==> config.mk <==
export PLATFORM = sky130hd
export DESIGN_NAME = rmq_front
export DESIGN_NICKNAME = d
export VERILOG_FILES = /design/src/hw/rtl/rmq_pkg.sv /design/src/hw/rtl/rmq_front.sv
export SDC_FILE = /design/constraint.sdc
export NUM_CORES = 1
export LEC_CHECK = 0
export BUFFER_PORTS_ARGS = -buffer_cell sky130_fd_sc_hd__buf_2
export CORE_MARGIN = 4
export CORE_UTILIZATION = 50
export DETAILED_ROUTE_END_ITERATION = 16
export PLACE_DENSITY = 0.79
export SYNTH_ARGS = -nofsm -noshare
export SYNTH_HDL_FRONTEND = slang
export SYNTH_SLANG_ARGS = --single-unit
==> constraint.sdc <==
create_clock -name vclk -period 10.9
set_input_delay 2.18 -clock vclk [all_inputs]
set_output_delay 2.18 -clock vclk [all_outputs]
set_load 0.03 [all_outputs]
==> src/hw/rtl/rmq_pkg.sv <==
// rmq_pkg: widths, payload types and saturation helper for the rotation
// matrix to quaternion block. No dependencies.
package rmq_pkg;

	localparam int DATA_WIDTH  = 16;
	localparam int FRAC_BITS   = 14;
	localparam int QUEUE_DEPTH = 4;

	// radicand magnitude, up to 3 * 2^(W-1) + 1.0
	localparam int RAD_W  = DATA_WIDTH + 2;
	localparam int SQ_IN_W = RAD_W + FRAC_BITS;
	localparam int SQ_W   = (SQ_IN_W + 1) / 2;
	localparam int SQ_PAD = 2 * SQ_W;
	// off-diagonal sum or difference
	localparam int NUM_W  = DATA_WIDTH + 1;
	localparam int DIV_W  = NUM_W + FRAC_BITS;

	typedef enum logic [1:0] {
		AX_X = 2'd0,
		AX_Y = 2'd1,
		AX_Z = 2'd2,
		AX_W = 2'd3
	} axis_t;

	typedef struct packed {
		logic signed [DATA_WIDTH-1:0] row1_col1;
		logic signed [DATA_WIDTH-1:0] row1_col2;
		logic signed [DATA_WIDTH-1:0] row1_col3;
		logic signed [DATA_WIDTH-1:0] row2_col1;
		logic signed [DATA_WIDTH-1:0] row2_col2;
		logic signed [DATA_WIDTH-1:0] row2_col3;
		logic signed [DATA_WIDTH-1:0] row3_col1;
		logic signed [DATA_WIDTH-1:0] row3_col2;
		logic signed [DATA_WIDTH-1:0] row3_col3;
	} mat_t;

	typedef struct packed {
		logic signed [DATA_WIDTH-1:0] quat_x;
		logic signed [DATA_WIDTH-1:0] quat_y;
		logic signed [DATA_WIDTH-1:0] quat_z;
		logic signed [DATA_WIDTH-1:0] quat_w;
	} quat_t;

	// classified job handed from front to back
	typedef struct packed {
		axis_t                     axis;
		logic [RAD_W-1:0]          rad;
		logic [2:0][NUM_W-1:0]     num;
	} job_t;

	function automatic logic signed [DATA_WIDTH-1:0] sat(input logic signed [DIV_W:0] v);
		logic signed [DIV_W:0] hi;
		logic signed [DIV_W:0] lo;
		hi = (DIV_W+1)'((64'sd1 <<< (DATA_WIDTH-1)) - 64'sd1);
		lo = -hi - (DIV_W+1)'(1);
		if (v > hi) begin
			return hi[DATA_WIDTH-1:0];
		end else if (v < lo) begin
			return lo[DATA_WIDTH-1:0];
		end
		return v[DATA_WIDTH-1:0];
	endfunction

endpackage

==> src/hw/rtl/rmq_front.sv <==
// rmq_front: trace test, axis pick, radicand and off-diagonal numerators.
// Depends on rmq_pkg.
module rmq_front (
	input  rmq_pkg::mat_t m,
	output rmq_pkg::job_t job
);
	import rmq_pkg::*;

	localparam int TR_W = DATA_WIDTH + 3;

	logic signed [TR_W-1:0] e11, e22, e33, tr, rad, one;
	logic signed [NUM_W-1:0] n_xw, n_yw, n_zw, n_xy, n_xz, n_yz;

	always_comb begin
		e11 = TR_W'(m.row1_col1);
		e22 = TR_W'(m.row2_col2);
		e33 = TR_W'(m.row3_col3);
		one = TR_W'(64'sd1 <<< FRAC_BITS);
		tr  = e11 + e22 + e33;
		n_xw = NUM_W'(m.row2_col3) - NUM_W'(m.row3_col2);
		n_yw = NUM_W'(m.row3_col1) - NUM_W'(m.row1_col3);
		n_zw = NUM_W'(m.row1_col2) - NUM_W'(m.row2_col1);
		n_xy = NUM_W'(m.row2_col1) + NUM_W'(m.row1_col2);
		n_xz = NUM_W'(m.row3_col1) + NUM_W'(m.row1_col3);
		n_yz = NUM_W'(m.row3_col2) + NUM_W'(m.row2_col3);
		if (tr > 0) begin
			job.axis = AX_W;
			rad      = tr + one;
			job.num  = {n_zw, n_yw, n_xw};
		end else if (m.row1_col1 >= m.row2_col2 && m.row1_col1 >= m.row3_col3) begin
			job.axis = AX_X;
			rad      = e11 - e22 - e33 + one;
			job.num  = {n_xw, n_xz, n_xy};
		end else if (m.row2_col2 > m.row3_col3) begin
			job.axis = AX_Y;
			rad      = e22 - e11 - e33 + one;
			job.num  = {n_yw, n_yz, n_xy};
		end else begin
			job.axis = AX_Z;
			rad      = e33 - e11 - e22 + one;
			job.num  = {n_zw, n_yz, n_xz};
		end
		if (rad < one) begin
			rad = one;
		end
		job.rad = rad[RAD_W-1:0];
	end

endmodule

Word-level counts from Yosys, hierarchy flattened
Index checks and enable logic that the tools add are counted.

cells by class
  add/sub/neg operators = 18
  muxes and demuxes = 10
  magnitude comparators = 5
  reduce and logical (&&, ||, !) cells = 1

operators with widths
  kind                      number
  $mux W51                  3
  $sub A16 B16 Y17          6
  $add A18 B16 Y19 const B  4
  $add A16 B16 Y17          4
  $mux W19                  3
  $sub A17 B16 Y18          3
  $ge A16 B16 Y1            2
  $lt A19 B16 Y1 const B    1
  $add A17 B16 Y18          1
  $gt A18 B1 Y1 const B     1
  $mux W18                  1
  $gt A16 B16 Y1            1
  $mux W2                   3
  $logic_and A1 B1 Y1       1

storage, ports and cells
  output and inout port bits = 71
  register bits after elaboration = 0
  word-level logic and storage cells = 34
  input port bits = 144

Logic depth before layout (Yosys ltp)
  depth in word-level cells = 8
  depth in mapped cells = 26
  depth with buffers taken out = 24

Least setup slack after synthesis
Ideal clock, no wire load.

  path kind = input-to-output
  from = input m[4] (netlist bit)
  to = output job[56] (netlist bit)
  cell stages on the path = 23
  buffers on the path = 0
  data arrival time = 8.145 ns
  required time = 8.720 ns
  path slack = 0.575 ns
  cells stage by stage = inv_1 -> fa_1 -> inv_1 -> ha_1 -> or4b_1 -> o2111ai_1 -> nand4_1 -> a31oi_1 -> o21ai_0 -> a21boi_2 -> a21oi_1 -> inv_1 -> ha_1 -> nand2b_1 -> nor4_1 -> o211ai_1 -> a2111oi_0 -> nor4b_1 -> nand4_1 -> o211ai_2 -> mux2_1 -> and3_4 -> a2111oi_0

RTL lines
  what                RTL line        source
  start: declaration  rmq_front.sv:4  input rmq_pkg::mat_t m,
  end: declaration    rmq_front.sv:5  output rmq_pkg::job_t job

==> impl_metrics.py <==
metrics = {
    "logic_synthesis": {
        "netlist_instances": 1714,
        "seq_area_frac_synth_pct": 0,
        "yosys.cell_types.count": 78,
        "yosysWarnings": 0,
        "synth_nets": 2229,
        "avgSynthCellArea_um2": 7.52,
        "netlist_area_um2": 12900,
    },
    "timing": {
        "period_minus_slack_ns": 10.53,
        "slew_violations": 0,
        "slew_headroom_pct": 30.1,
        "setup_violations": 0,
        "worst_pin_slew_ns": 1.04,
        "timing.final.ws_setup_ns": 0.370,
        "fmax_mhz": 95.0,
        "hold_viol": 0,
        "finalCritPeriodShare_pct": 96.6,
    },
    "die": {
        "coreArea_um2": 25300,
        "rows": 58,
        "die-width_um": 169,
        "design.portCount": 215,
        "die_y_um": 169,
        "die-area_um2": 28400,
        "start_util_pct": 51.1,
    },
    "job": {
        "drv_cap": 0,
    },
    "setup_path": {
        "critPathMaxFanout": 14,
        "critPathSlowestCell": "fa_1",
        "cp-start-kind": "input port",
        "cp_common_cell": "inv_1",
        "setup.worst_path.class": "input port to primary output",
        "cp_num_cells": 26,
        "critPathMaxStageDelay_ns": 0.58,
        "crit_required_ns": 8.72,
        "worstPathArrival_ns": 8.35,
        "cp_top_family": "compound AO/OA/AOI/OAI gates",
        "cp_num_buf_inv": 6,
        "end_kind": "primary output",
    },
    "grt": {
        "grt_pass1_wl_mm": 66.4,
        "use_met1_pct": 37.0,
        "grt_overflow_total": 0,
        "grt_max_degree": 55,
        "grt_antenna_before_repair": 5,
        "busiest_layer": "met2",
        "track_usage_pct": 28.5,
        "gr-usage-met2_pct": 48.7,
        "met3_usage_pct": 2.94,
        "grt_pass1_vias": 12700,
    },
    "finish": {
        "layout_commonest_cell": "ha_1",
        "nets": 2407,
        "flops_and_latches": 0,
        "syn2layout_area_growth_pct": 11.1,
        "layoutNonFillerInstCount": 2223,
        "nClkBuffers": 0,
        "layout-drive-gt1-share_pct": 13.7,
        "layout_common_cells": "ha_1 (293), inv_1 (235), buf_2 (215)",
        "layout.area.seq_um2": 0,
    },
    "routing": {
        "via_per_inst": 5.85,
        "first_pass_iters": 6,
        "drt-total-wl_mm": 42.8,
        "via_count": 13000,
        "drc": 0,
        "wl_per_cell_um": 19.2,
        "drt_iter0_markers": 990,
        "ant_nets": 0,
    },
    "power_and_ir_drop": {
        "p_leak_nw": 7.25,
        "finalPower_mw": 1.83,
        "power_density_nw_per_um2": 128,
        "ir_drop_mv": 0.104,
    },
    "hold_path": {
        "hp-class": "input port to primary output",
        "min_path_cells": 4,
    },
    "placed_design": {
        "post-place-ws_ns": 0.107,
        "dpl.cell_count": 2215,
        "port_buffers": 215,
        "hpwl_mm": 36.8,
        "place.gp.congestion": 1.01,
    },
    "status": {
        "status": "finished clean",
    },
}
## cell usage after synthesis, types with 5 or more instances
library cell	number	share of area (%)
o31ai_1	6	0.35
o211ai_1	26	1.5
o22ai_1	19	0.92
nand3_1	24	0.93
o221ai_1	6	0.41
nor2_1	133	3.9
a31oi_1	22	1.1
xor2_1	37	2.5
a2111oi_0	14	0.95
inv_1	235	6.8
ha_1	294	29
and3_1	14	0.68
o31a_1	5	0.34
a21o_1	24	1.4
nor3b_1	6	0.35
o21ai_0	89	3.5
o21bai_1	19	1.1
mux2i_1	16	1.2
clkbuf_1	40	1.2
buf_1	6	0.17
nand2b_1	20	0.97
a22oi_1	15	0.87
nor3_1	31	1.2
o21a_1	11	0.64
a21boi_0	7	0.41
or2_2	5	0.24
a211oi_1	32	1.9
a221oi_1	6	0.41
and2_1	8	0.39
nand2_1	100	2.9
nor2b_1	29	1.4
fa_1	77	12
or3_1	13	0.63
nand3b_1	8	0.47
a21oi_1	125	4.9
o41ai_1	6	0.41
a211o_1	7	0.48
xnor2_1	83	5.6
buf_2	7	0.27
a311oi_1	6	0.41
nor4_1	13	0.63
## per-stage QoR
stage | util [%] | TNS (ns) | hold WS, ns | cell area, um2
3_5_place_dp | 56.5 | 0 | 4.86 | 14300
3_3_place_gp | 56.5 | 0 | 4.83 | 14300
2_1_floorplan | - | 0 | 4.68 | 12900
6_report | 56.7 | 0 | 4.85 | 14300
5_1_grt | 56.7 | -0.00941 | 4.90 | 14300
4_1_cts | 56.5 | 0 | 4.86 | 14300
## final cells by class
class / count / area (um2)
well taps: 330 / 413
fillers: 2397 / 10900
inverters: 235 / 882
multi-input cells: 1425 / 11800
repair buffers: 230 / 1190
diodes: 3 / 7.51
## cell families after synthesis
kind of cell,synth area share [%]
multiplexers,1.59
adder cells (fa/ha/maj),40.5
AO/OA/AOI/OAI,25.3
AND/OR/NAND/NOR,15.8
buffers and inverters,8.62
XOR/XNOR,8.28
## routing by layer
| metal | part of all wire, % | vias up |
|---|---|---|
| met5 | 0.073 | - |
| met4 | 5.2 | 6 |
| met3 | 7.4 | 118 |
| met2 | 46 | 552 |
| met1 | 41 | 6025 |
| li1 | - | 6308 |
## power by group
group	internal [mW]	total, mW	switching (mW)	leakage, nW
logic	0.637	1.83	1.19	7.25
registers	0	0	0	0
clock network	0.0000000368	0.0000000369	0	0.0000190
## timing repair
| action | in CTS | in global routing |
|---|---|---|
| gates resized for setup | 0 | 6 |
| endpoints found under the hold margin | 0 | 0 |
| buffers inserted | 0 | 4 |
| setup endpoints to repair | 0 | 40 |
| hold buffers | 0 | 0 |
## worst paths after layout
check / start / endpoint / slack, ns
min: m[80] / job[34] / 4.85
max: m[4] / job[63] / 0.37
No activity file was read; power rests on OpenSTA's default activity.
