===== config.mk =====
export PLATFORM = sky130hd
export DESIGN_NAME = rmq_queue
export DESIGN_NICKNAME = d
export VERILOG_FILES = /design/src/hw/rtl/rmq_pkg.sv /design/src/hw/rtl/rmq_queue.sv
export SDC_FILE = /design/constraint.sdc
export NUM_CORES = 1
export LEC_CHECK = 0
export BUFFER_PORTS_ARGS = -buffer_cell sky130_fd_sc_hd__buf_2
export CORE_ASPECT_RATIO = 1.5
export CORE_MARGIN = 2
export CORE_UTILIZATION = 40
export CTS_CLUSTER_DIAMETER = 80
export DETAILED_ROUTE_END_ITERATION = 10
export HOLD_SLACK_MARGIN = 0.15
export PLACE_DENSITY = 0.57
export SLEW_MARGIN = 15
export SYNTH_ARGS = -nofsm -noshare
export SYNTH_HDL_FRONTEND = slang
export SYNTH_SLANG_ARGS = --single-unit

===== constraint.sdc =====
create_clock -name clk -period 6.8 [get_ports clk]
set_clock_uncertainty 0.2 [all_clocks]
set_input_delay 0 -clock clk [delete_from_list [all_inputs] [get_ports clk]]
set_output_delay 0 -clock clk [all_outputs]
set_load 0.005 [all_outputs]

===== src/hw/rtl/rmq_pkg.sv =====
// rmq_pkg: widths, payload types and saturation helper for the rotation
// matrix to quaternion block. No dependencies.
package rmq_pkg;

	localparam int DATA_WIDTH  = 16;
	localparam int FRAC_BITS   = 14;
	localparam int QUEUE_DEPTH = 4;

	// radicand magnitude, up to 3 * 2^(W-1) + 1.0
	localparam int RAD_W  = DATA_WIDTH + 2;
	localparam int SQ_IN_W = RAD_W + FRAC_BITS;
	localparam int SQ_W   = (SQ_IN_W + 1) / 2;
	localparam int SQ_PAD = 2 * SQ_W;
	// off-diagonal sum or difference
	localparam int NUM_W  = DATA_WIDTH + 1;
	localparam int DIV_W  = NUM_W + FRAC_BITS;

	typedef enum logic [1:0] {
		AX_X = 2'd0,
		AX_Y = 2'd1,
		AX_Z = 2'd2,
		AX_W = 2'd3
	} axis_t;

	typedef struct packed {
		logic signed [DATA_WIDTH-1:0] row1_col1;
		logic signed [DATA_WIDTH-1:0] row1_col2;
		logic signed [DATA_WIDTH-1:0] row1_col3;
		logic signed [DATA_WIDTH-1:0] row2_col1;
		logic signed [DATA_WIDTH-1:0] row2_col2;
		logic signed [DATA_WIDTH-1:0] row2_col3;
		logic signed [DATA_WIDTH-1:0] row3_col1;
		logic signed [DATA_WIDTH-1:0] row3_col2;
		logic signed [DATA_WIDTH-1:0] row3_col3;
	} mat_t;

	typedef struct packed {
		logic signed [DATA_WIDTH-1:0] quat_x;
		logic signed [DATA_WIDTH-1:0] quat_y;
		logic signed [DATA_WIDTH-1:0] quat_z;
		logic signed [DATA_WIDTH-1:0] quat_w;
	} quat_t;

	// classified job handed from front to back
	typedef struct packed {
		axis_t                     axis;
		logic [RAD_W-1:0]          rad;
		logic [2:0][NUM_W-1:0]     num;
	} job_t;

	function automatic logic signed [DATA_WIDTH-1:0] sat(input logic signed [DIV_W:0] v);
		logic signed [DIV_W:0] hi;
		logic signed [DIV_W:0] lo;
		hi = (DIV_W+1)'((64'sd1 <<< (DATA_WIDTH-1)) - 64'sd1);
		lo = -hi - (DIV_W+1)'(1);
		if (v > hi) begin
			return hi[DATA_WIDTH-1:0];
		end else if (v < lo) begin
			return lo[DATA_WIDTH-1:0];
		end
		return v[DATA_WIDTH-1:0];
	endfunction

endpackage


===== src/hw/rtl/rmq_queue.sv =====
// rmq_queue: small register FIFO of classified jobs between front and back.
// Depends on rmq_pkg.
module rmq_queue #(
	parameter int DEPTH = rmq_pkg::QUEUE_DEPTH
) (
	input  logic          clk,
	input  logic          arst_n,
	input  logic          push,
	input  rmq_pkg::job_t wdata,
	output logic          full,
	input  logic          pop,
	output logic          avail,
	output rmq_pkg::job_t rdata
);
	import rmq_pkg::*;

	localparam int AW = (DEPTH > 1) ? $clog2(DEPTH) : 1;
	localparam int CW = $clog2(DEPTH + 1);

	job_t          mem_q [DEPTH];
	logic [AW-1:0] wr_q, rd_q;
	logic [CW-1:0] cnt_q;

	assign full  = (cnt_q == CW'(DEPTH));
	assign avail = (cnt_q != '0);
	assign rdata = mem_q[rd_q];

	always_ff @(posedge clk) begin
		if (push) begin
			mem_q[wr_q] <= wdata;
		end
	end

	always_ff @(posedge clk or negedge arst_n) begin
		if (!arst_n) begin
			wr_q  <= '0;
			rd_q  <= '0;
			cnt_q <= '0;
		end else begin
			if (push) begin
				wr_q <= (wr_q == AW'(DEPTH - 1)) ? '0 : wr_q + AW'(1);
			end
			if (pop) begin
				rd_q <= (rd_q == AW'(DEPTH - 1)) ? '0 : rd_q + AW'(1);
			end
			cnt_q <= cnt_q + CW'(push) - CW'(pop);
		end
	end

endmodule


## Word level (Yosys, flattened, before mapping)

Memory sizes are Yosys's and may differ from the RTL's.
Cells that the tools add are included.

| storage, ports and cells | value |
|---|---|
| flip-flop bits (word level) | 7 |
| bits in writable memories | 284 |
| logic and storage cells | 16 |
| memories | 1 |

| cells by class | value |
|---|---|
| add/subtract/negate cells | 4 |
| equality and inequality tests | 3 |
| mux-type cells | 4 |
| reductions and logical operators | 1 |

Memory list:

| name | words | bits a word | rd ports | clocked after memory_dff | write ports | line | RTL |
|---|---|---|---|---|---|---|---|
| mem_q | 4 | 71 | 1 | 0 | 1 | rmq_queue.sv:20 | `job_t mem_q [DEPTH];` |

Operators by type and width:

| kind | number |
|---|---|
| $add A2 B1 Y2 const B | 2 |
| $eq A2 B2 Y1 const B | 2 |
| $mux W2 | 2 |
| $add A3 B1 Y3 | 1 |
| $eq A3 B3 Y1 const B | 1 |
| $reduce_bool A3 Y1 | 1 |
| $sub A3 B1 Y3 | 1 |
| $mux W1 | 2 |

## Depth between registers and ports, before layout

Gate-level depths: netlist (run 1).

| logic depth | value |
|---|---|
| depth in word-level cells | 2 |
| mapped depth | 6 |

## Worst setup path before layout (run 1)

Ideal clock, no wire load.

| path | value |
|---|---|
| kind | flip-flop to flip-flop |
| start point | reg wr_q[0] |
| end point | mem mem_q[2][0] (netlist name), enable pin |
| setup time | 0.437 ns |
| data arrival time | 2.281 ns |
| required time | 6.163 ns |
| path slack | 3.883 ns |
| stages on the path, launching flop included | 4 |
| path buffers | 0 |
| period minus slack after synthesis | 2.917 ns |
| cells stage by stage | dfrtp_1 -> inv_1 -> ha_1 -> and2_1 |

RTL lines:

| element | line | RTL |
|---|---|---|
| from (decl) | rmq_queue.sv:21 | `logic [AW-1:0] wr_q, rd_q;` |
| from (signal assigned) | rmq_queue.sv:41 | `wr_q <= (wr_q == AW'(DEPTH - 1)) ? '0 : wr_q + AW'(1);` |
| to (decl) | rmq_queue.sv:20 |  |

No word-level cell before the write port.

==> results.txt, run 1 <==
WL/cell: 19.23 um
global-route wire length before repair: 31.73 mm
period utilisation layout: 47.22%
Setup WS pre-CTS: 4.011 ns
DRC: 0
initial core utilization: 40.51%
drt first pass iters: 4
Root Driver: clkbuf_16
Ys Warns: 0
Synth Net Count: 490
Adder-Cell Fraction of Synth Area: 1.003%
Sinks on Clock Net: 291
max_slew headroom: 23.59%
Yosys top cell by area: edfxtp_1
vias per cell: 4.901
Final nets: 804
Iter 0 DRT Violations: 221
unrepaired setup endpoints after global routing: false
die area: 28,180 um2
Post-DP Area: 11,740 um2
Overflow after GRT: 0
Mapped Area: 10,730 um2
FILL cells: 2,109
layout cells sized above 1: 36.76%
critical path class: flip-flop to output port
Cell variety after synth: 20
CP Data Arrival Time: 3.01 ns
CTS tree: built
gpl congestion: 0.6589
maxcap violations: 0
crit end category: output port
largest family of logic cells by synthesized area: multiplexers
FMAX: 0.3114 GHz
number of cells produced by synthesis: 407
number of register bits inferred by synthesis: 291
Mean Syn Cell Area: 26.37 um2
H-tree levels: 1
vias: 5,283
Routed Wire Length: 20.73 mm
commonest non-fill, non-tap cell in the layout: edfxtp_1
Hold Violations, Final: 0
Max Slew Vio Count: 0
setup TNS: 0 ns
IO Pins: 148
hold slack: 0.2467 ns
Longest Clk Path Bufs: 3
hpwl dp: 11.28 mm
largest net degree at the start of global routing: 74
die height: 204.6 um
Setup Viol. Count Final: 0
complex-gate fraction of the synthesized area: 0.09327%
Synth-to-Final Area Change: 33.16%
Post-DRT Antenna Nets: 0
Slowest Stage Delay on Critical Path: 0.85 ns
fin area: 14,290 um2
vias in the first global route: 5,832
die width: 137.7 um
Worst Tran Pin Value: 1.146 ns
CP cell instances: buf_4, mux4_2, buf_2
xor-xnor portion of the synthesized cell area: 0.1632%
fin worst setup slack: 3.589 ns
Port Buffers: 147
Max VDD drop: 0.0003578 V
status: complete, no violations
Post-CTS Resized: 0
Std-Cell Core Area: 26,490 um2
PwrDens: 384.9 nW/um2
TritonCTS buffer count: 27
multiplexer area fraction after synthesis: 15.15%
Post-Synth Simple-Gate Area: 0.5013%
Startpoint Class: flip-flop
initial antenna violation count: 1
leakage power: 5.002 nW
Seq/Total Area, Yosys: 81.10%
fin crit period: 3.211 ns
most frequent cells in the layout: 284 x edfxtp_1, 149 x dlygate4sd3_1, 147 x buf_2
clock latency on the worst-skew pair: 0.52 ns
Synth area leaders: edfxtp_1 79%, mux4_2 15%, dfrtp_1 1.6%
Hold WC Path Type: primary input to async pin
CTS clk-pin slew, worst paths: 0.06 ns
worst-path fanout max: 43
Rows: 73
all-layer global routing usage: 15.04%
CP required: 6.60 ns
Critical-path top delay cell: dfrtp_4
Yosys top cell area share: 79.47%
power consumption: 5.500 mW
flip-flops by register name (all words and copies together), names as in the netlist:
signal and count:
wr_q 2, cnt_q 3, rd_q 2, mem_q 284
stage by stage:
stage | cells | utilization [%]
4_1_cts | 1075 | 53.73
2_1_floorplan | 407 | -
3_5_place_dp | 878 | 44.31
5_1_grt | 1077 | 53.94
3_3_place_gp | 878 | 44.31
6_report | 1078 | 53.95
power by group:
group          switching, mW  internal [mW]  leakage, nW  total [mW]
Combinational          0.569          0.735         1.83        1.30
Clock                  0.615           1.07        0.487        1.68
Sequential             0.216           2.30         2.69        2.52
Total                   1.40           4.10         5.00        5.50
synth_stat cells:
cell and instances:
edfxtp_1 284, mux4_2 70, buf_2 8, buf_12 7, dfrtp_1 7, ha_1 7, inv_1 6, and2_1 4
mux2_2 2, o21ai_0 2, and3_1 1, buf_6 1, fa_1 1, mux4_1 1, nand2_1 1, nor2_1 1
or3_1 1, or3b_2 1, xnor2_1 1, xor2_1 1
metal layers:
metal	vias to the layer above	GRT usage (%)	wire [um]
li1	2387	-	-
met1	2757	16.62	7788
met2	123	29.10	11690
met3	16	2.598	924
met4	0	4.118	329
met5	-	0	0
final timing paths:
path                          from           end  slack [ns]  depth (start not counted)
min reg2reg                wr_q[1]       wr_q[1]        0.43                          2
max                        rd_q[0]     rdata[18]        3.59                          3
min in group clk               pop      cnt_q[0]        0.33                          5
max in group asynchronous   arst_n       rd_q[1]        5.87                          3
min                         arst_n      cnt_q[1]        0.25                          3
max reg2reg                wr_q[0]  mem_q[0][57]        4.45                          4
kinds of logic (layout without fill, tap and decap cells):
| family | Yosys count | count (layout) |
|---|---|---|
| and+or+nand+nor | 9 | 9 |
| DFF | 291 | 291 |
| adders and majority gates | 8 | 8 |
| AOI/OAI and AO/OA | 2 | 2 |
| other | 0 | 1 |
| xor gates and xnor gates | 2 | 2 |
| muxes | 73 | 73 |
| buffers and inverters | 22 | 355 |
worst max-delay path: cells and delay by family, from the launching register on:
kind                   cells  cell delay (ns)
muxes                      1             0.63
buffers and inverters      2             0.96
DFF                        1             0.85
layout make-up:
class                   count  area, um2  area share (%)
well taps                 337      421.7           2.951
inverters                   6      22.52          0.1576
clock buffers              29      683.2           4.781
diodes                      1      2.502         0.01751
clock inverters            19      320.3           2.241
flip-flops and latches    291       8711           60.96
multi-input cells          94       1824           12.77
repair buffers            301       2305           16.13
what timing repair did:
| action | in CTS | in global routing |
|---|---|---|
| setup buffers | 0 | 0 |
| hold endpoints to repair | 355 | 0 |
| hold buffers | 149 | 0 |
Note: power is estimated with default switching activity, not from simulation.
==> run 2: changes to the inputs <==
Clock period 6.8 ns to 3.1 ns, I/O delays scaled along.
==> run 2 against run 1 <==
  * Largest cell class unchanged
  * Final area down 0.43%
  * Critical endpoint is now rdata[5]
  * Flip-flop and latch count stayed put
  * Total power is 110% higher
  * Largest power group unchanged
==> results.txt, run 2 (synthesized netlist as in run 1, its figures left out) <==
FMAX: 0.3721 GHz
leakage power: 4.978 nW
Setup Viol. Count Final: 0
Multi-input gate area: 1824 um2
Worst Tran Pin Value: 0.7698 ns
Port Buffers: 147
global-route wire length before repair: 32.44 mm
CTS tree: built
initial antenna violation count: 1
Top reg by flops: mem_q
Placed Cells: 888
Max VDD drop: 0.0006583 V
Longest Clk Path Bufs: 3
Slowest Stage Delay on Critical Path: 0.77 ns
Hold WC Path Type: primary input to async pin
Post-CTS Resized: 0
die area: 28,180 um2
vias in the first global route: 5,912
fin area: 14,230 um2
Iter 0 DRT Violations: 235
worst-path fanout max: 26
metal3 WL: 917 um
FILL cells: 2,087
H-tree levels: 1
Rows: 73
unrepaired setup endpoints after global routing: false
PwrDens: 824.0 nW/um2
IO Pins: 148
Post-DRT Antenna Nets: 0
die width: 137.7 um
uppermost layer routed: met4
drt first pass iters: 4
hpwl dp: 12.32 mm
max_slew headroom: 48.68%
commonest non-fill, non-tap cell in the layout: edfxtp_1
Sinks on Clock Net: 291
status: complete, no violations
gpl congestion: 0.6859
vias per cell: 4.883
WL/cell: 19.53 um
Critical-path top delay cell: dfrtp_4
Post-DP Area: 11,860 um2
met1 WL: 8.344 mm
final std cells w/o fill: 1,085
TritonCTS buffer count: 27
met2 WL: 11.44 mm
CP Data Arrival Time: 2.49 ns
critical path class: flip-flop to output port
Register Area: 8711 um2
Std-Cell Core Area: 26,490 um2
max FFs per register: 284
Max Slew Vio Count: 0
all-layer global routing usage: 15.41%
Largest regs: mem_q: 284 flops, cnt_q: 3 flops
maxcap violations: 0
Synth-to-Final Area Change: 32.59%
DRC: 0
vias: 5,298
power consumption: 11.72 mW
CP cell instances: buf_4, mux4_2, buf_2
clock latency on the worst-skew pair: 0.53 ns
CTS clk-pin slew, worst paths: 0.06 ns
Hold Violations, Final: 0
period utilisation layout: 86.70%
Startpoint Class: flip-flop
Overflow after GRT: 0
initial core utilization: 40.51%
hold slack: 0.2342 ns
largest net degree at the start of global routing: 48
CP required: 2.90 ns
Final nets: 812
setup TNS: 0 ns
Root Driver: clkbuf_16
most frequent cells in the layout: 284 x edfxtp_1, 149 x dlygate4sd3_1, 147 x buf_2
crit end category: output port
fin crit period: 2.688 ns
Routed Wire Length: 21.19 mm
layout cells sized above 1: 36.95%
die height: 204.6 um
-- run 2: cell count changes in the layout (fill, tap and decap cells not counted), sizes merged --
cell,delta
buf,+8
clkbuf,+3
bufinv,-5
clkinvlp,+1
-- run 2: power by group --
part	total, mW	switching [mW]	internal [mW]	leakage (nW)
registers	5.43	0.384	5.05	2.69
logic	3.02	1.37	1.65	1.87
clock network	3.27	1.35	1.93	0.420
-- run 2: worst max-delay path, delay by kind of cell (launching register included) --
family                 cells  cell delay [ns]
buffers and inverters      2             0.60
multiplexers               1             0.57
flip-flops                 1             0.77
-- run 2: metal layers --
metal | vias to the layer above | GRT usage, %
li1 | 2390 | -
met1 | 2745 | 17.99
met2 | 131 | 28.43
met3 | 32 | 2.598
met4 | 0 | 5.102
met5 | - | 0
-- run 2: path summary, 6_finish.rpt --
kind | start | end | slack, ns | depth (start not counted)
max in group asynchronous | arst_n | rd_q[1] | 2.18 | 3
worst min-delay path | arst_n | wr_q[0] | 0.23 | 3
worst min register to register | wr_q[1] | wr_q[1] | 0.43 | 2
worst max register to register | wr_q[0] | mem_q[3][21] | 1.00 | 3
worst max-delay path | rd_q[0] | rdata[5] | 0.41 | 3
min in group clk | pop | cnt_q[0] | 0.34 | 5
-- run 2: area by class of cell --
cell class / count / area share, %
Antenna cell: 1 / 0.01759
Clock buffer: 32 / 4.880
Clock inverter: 15 / 1.249
Inverter: 6 / 0.1583
Multi-Input combinational cell: 94 / 12.82
Sequential cell: 291 / 61.22
Tap cell: 337 / 2.963
Timing Repair Buffer: 309 / 16.69
-- run 2: repair_timing --
action | 4_1_cts | 5_1_grt
endpoints found under the hold margin | 414 | 0
hold buffers | 149 | 0
buffers inserted | 0 | 0
-- run 2: through the flow --
step                      util [%]  setup WS [ns]
after global routing         53.72         0.2071
after floorplan                  -         0.1827
after CTS                    53.71         0.3055
after global placement       44.79         0.9036
after detailed placement     44.79         0.8833
final                        53.72         0.4123
